`config.mk`:
```
export PLATFORM = sky130hd
export DESIGN_NAME = ffd_mul
export DESIGN_NICKNAME = d
export VERILOG_FILES = /design/src/design/ffd_pkg.sv /design/src/design/ffd_mul.sv
export SDC_FILE = /design/constraint.sdc
export NUM_CORES = 2
export LEC_CHECK = 0
export ABC_AREA = 1
export BUFFER_PORTS_ARGS = -buffer_cell sky130_fd_sc_hd__buf_2
export CAP_MARGIN = 40
export CORE_AREA = 8 8 255 257
export DETAILED_ROUTE_END_ITERATION = 10
export DIE_AREA = 0 0 263 265
export PLACE_DENSITY = 0.71
export SLEW_MARGIN = 25
export SYNTH_ARGS = -nofsm -noshare
export SYNTH_HDL_FRONTEND = slang
export SYNTH_SLANG_ARGS = --single-unit
```
`constraint.sdc`:
```
create_clock -name clk -period 7.8 [get_ports clk]
set_input_delay 0.39 -clock clk [delete_from_list [all_inputs] [get_ports clk]]
set_output_delay 0.39 -clock clk [all_outputs]
set_load 0.05 [all_outputs]
```
`src/design/ffd_pkg.sv`:
```
// shared constants and types for the fractional feedback delay
package ffd_pkg;

  localparam int MEMORY_DEPTH = 65536;
  localparam int SAMPLE_BITS  = 24;
  localparam int MEM_ENTRIES  = MEMORY_DEPTH + 1;
  localparam int ADDR_BITS    = $clog2(MEM_ENTRIES);
  localparam int FRAC_BITS    = 16;
  localparam int POS_BITS     = ADDR_BITS + FRAC_BITS;

  localparam int SPM_BITS  = 24;
  localparam int LEN_BITS  = 17;
  localparam int MS_BITS   = 20;
  localparam int GAIN_BITS = 16;
  localparam int DAMP_BITS = 16;
  localparam int FILT_BITS = 32;
  localparam int COEF_BITS = 17;
  localparam int DLY_BITS  = MS_BITS + SPM_BITS - 8;

  localparam int MUL_A_BITS = 33;
  localparam int MUL_B_BITS = 25;
  localparam int MUL_P_BITS = MUL_A_BITS + MUL_B_BITS;

  localparam int CFG_IDX_BITS  = 4;
  localparam int CFG_DATA_BITS = 24;

  localparam logic [CFG_IDX_BITS-1:0] REG_SAMPLES_PER_MS = CFG_IDX_BITS'(0);
  localparam logic [CFG_IDX_BITS-1:0] REG_ACTIVE_LENGTH  = CFG_IDX_BITS'(1);

  localparam logic [SPM_BITS-1:0] SPM_RESET = SPM_BITS'(2890138);
  localparam logic [LEN_BITS-1:0] LEN_RESET = LEN_BITS'(44101);
  localparam int LEN_MIN  = 16;
  localparam int DAMP_MAX = 64880;
  localparam int DLY_MIN  = 3 << FRAC_BITS;

  typedef enum logic [3:0] {
    ST_CLEAR,
    ST_IDLE,
    ST_DLY,
    ST_POS,
    ST_ADDR,
    ST_RD1,
    ST_M1,
    ST_Y,
    ST_F,
    ST_FB,
    ST_W,
    ST_WRAP
  } state_t;

endpackage

```
`src/design/ffd_mul.sv`:
```
// shared signed multiplier with registered product
module ffd_mul (
  input  logic                                 clk,
  input  logic                                 en,
  input  logic signed [ffd_pkg::MUL_A_BITS-1:0] a,
  input  logic signed [ffd_pkg::MUL_B_BITS-1:0] b,
  output logic signed [ffd_pkg::MUL_P_BITS-1:0] p
);
  import ffd_pkg::*;

  logic signed [MUL_P_BITS-1:0] p_r;

  always_ff @(posedge clk) begin
    if (en) begin
      p_r <= MUL_P_BITS'(a) * MUL_P_BITS'(b);
    end
  end

  assign p = p_r;

endmodule
```
==> out/metrics.yaml <==
clocking:
  cts_max_level: 3
  hold_buffers: 0
  path_clk_slew_ps: 70
  cts_tree: "built"
  root_buffer: "clkbuf_16"
  cts_sinks: 58
  clock_path_buffers: 2
  numCtsBuffers: 9
  cts_resized: 0
  post-cts-setup-buffers: 0
global_route:
  grt_pass1_vias: 27600
  gr-total-overflow: 0
  grt_max_degree: 51
  grt_antenna_before_repair: 3
  grt.total_usage_pct: 26.6
  grt_pass1_wl_um: 147000
critical_path:
  endpoint: "p[53]"
  slowest_delay_ps: 890
  required_ps: 7900
  endpoint_kind: "flop"
  cpMaxStageDelayCell: "fa_1"
  crit_top_cell: "fa_1"
  critical_path.startpoint: "a[32]"
  crit_fanout: 7
  crit_path_cell_trace: "buf_2, nand2_1, inv_1, fa_1, fa_1, inv_1, fa_1, inv_1, fa_1, fa_1, fa_1, fa_1, ha_1, nand2_1, nor2_1, nand3_1, nor2_1, and3_1, nand2_1, nand4_1, nand2_1"
  crit_type: "in -> reg"
  path_depth: 21
  path_buf_inv: 4
  startpoint_type: "input port"
  crit_arrival_ps: 7200
  cp_top_family: "adder cells"
sta:
  setup_viol: 0
  max_freq_ghz: 0.141
  rsz0062_at_grt: "false"
  max_slew_margin_pct: 43.0
  fin_crit_ps: 7090
  worstMarginPinSlew_ps: 856
  slew_viol_final: 0
  fin_tns_setup_ps: 0
  hold_viol_final: 0
  worst_slack_ps: 708
  min_period_over_period_pct: 90.9
synth:
  ys_warn_count: 0
  synthCells: 4215
  avgSynthCellArea_um2: 7.83
  synth_nets: 5274
  syn-cell-area_mm2: 0.0330
  ys_seq_area_share_pct: 5.27
  synth_seq_cells: 58
  yosys.cell_types.count: 34
placed_design:
  preCtsSetupSlack_ps: 373
  portBuffers: 117
  dpl.hpwl_um: 76200
  gp_congestion: 0.968
cells_and_area:
  multi_input_area_mm2: 0.0254
  fillers: 5720
  drive_gt1_share_pct: 4.92
  finalNetCount: 5237
  area_growth_syn_to_layout_pct: 4.14
  largest_reg_flops: 58
  seq_area_mm2: 0.00174
worst_hold_path:
  hold_class: "in -> reg"
floorplan:
  die_w_um: 263
  rows: 91
  start_util_pct: 54.1
  die_area_mm2: 0.0697
  io_pins: 118
  die_h_um: 265
  core_mm2: 0.0610
detailed_routing:
  vias: 25300
  wl_per_cell_um: 17.8
  drt_iter0_markers: 2072
  totalWireLength_um: 88600
  postRouteAntennaNets: 0
  via_per_inst: 5.09
  drc: 0
  first_pass_iters: 7
run_status:
  status: "completed"
run:
  max-cap-violations: 0
[cell type report]
cell class	instances	area share, %
multi-input combinational	2581	73.8
inverter	1378	15.0
sequential	58	5.06
tap	790	2.87
timing repair buffer	150	2.46
clock buffer	9	0.655
clock inverter	7	0.131
antenna	3	0.0218
[metal layers]
layer	share of wire (%)	global-route usage [%]	vias up
li1	-	-	11400
met1	41	35.9	12700
met2	47	43.6	1024
met3	8.4	4.22	173
met4	3.6	9.34	2
met5	0.035	0.346	-
[cell usage after synthesis]
library cell | instances | area, um2
inv_1 | 1374 | 5160
nand2_1 | 1218 | 4570
fa_1 | 842 | 16900
clkbuf_1 | 194 | 728
ha_1 | 157 | 1960
nor2_1 | 114 | 428
nand3_1 | 62 | 310
edfxtp_1 | 58 | 1740
a21oi_1 | 50 | 250
xor2_1 | 31 | 272
nand4_1 | 18 | 113
o21ai_0 | 16 | 80.1
nor2_2 | 12 | 75.1
o21bai_1 | 11 | 82.6
nor3_1 | 10 | 50.1
nand2_2 | 8 | 50.1
or2_2 | 7 | 43.8
xnor2_1 | 5 | 43.8
buf_1 | 4 | 15.0
nor2_4 | 4 | 45.0
inv_2 | 3 | 11.3
nand3_2 | 3 | 30.0
nand3b_1 | 2 | 15.0
nor3_2 | 2 | 20.0
a21boi_0 | 1 | 7.51
a21o_1 | 1 | 7.51
a31oi_1 | 1 | 6.26
and2_2 | 1 | 7.51
and3_1 | 1 | 6.26
clkinv_1 | 1 | 3.75
nor3b_2 | 1 | 12.5
nor4_1 | 1 | 6.26
o21a_1 | 1 | 7.51
o21ai_1 | 1 | 5.00
[worst min path at each step]
stage,from,end,depth (start not counted)
2_1_floorplan,en,p[0],0
5_1_grt,en,p[40],1
6_report,en,p[40],1
3_3_place_gp,en,p[40],1
3_5_place_dp,en,p[40],1
4_1_cts,en,p[40],1
[cell usage in the layout (no fill, tap or decap), types with 4 or more instances in the layout]
master | synthesis | layout
a21oi_1 | 50 | 50
nor2_1 | 114 | 114
xor2_1 | 31 | 31
o21ai_0 | 16 | 16
buf_4 | 0 | 32
nand2_1 | 1218 | 1218
clkbuf_16 | 0 | 9
nor2_4 | 4 | 4
or2_2 | 7 | 7
nand4_1 | 18 | 18
nand2_2 | 8 | 8
buf_2 | 0 | 117
nor3_1 | 10 | 10
nor2_2 | 12 | 12
ha_1 | 157 | 157
fa_1 | 842 | 842
edfxtp_1 | 58 | 58
o21bai_1 | 11 | 11
xnor2_1 | 5 | 5
inv_1 | 1374 | 1374
nand3_1 | 62 | 62
[cells by family after synthesis]
family | synth area share [%]
AO/OA/AOI/OAI | 1.35
flip-flops | 5.27
XOR/XNOR | 0.955
adder cells (fa/ha/maj) | 57.0
AND/OR/NAND/NOR | 17.5
buffers and inverters | 17.9
[stage by stage]
step                      instances  hold slack (ps)  cell area (um2)  utilization, %
final                          4976              462            34400            56.4
after global placement         4957              838            34100            55.9
after global routing           4976              465            34400            56.4
after detailed placement       4957              841            34100            55.9
after CTS                      4973              463            34400            56.3
after floorplan                4215              502            33000               -
Power is not shown: default switching activity piles up to over one toggle a cycle in this logic, so the estimate is an artifact.
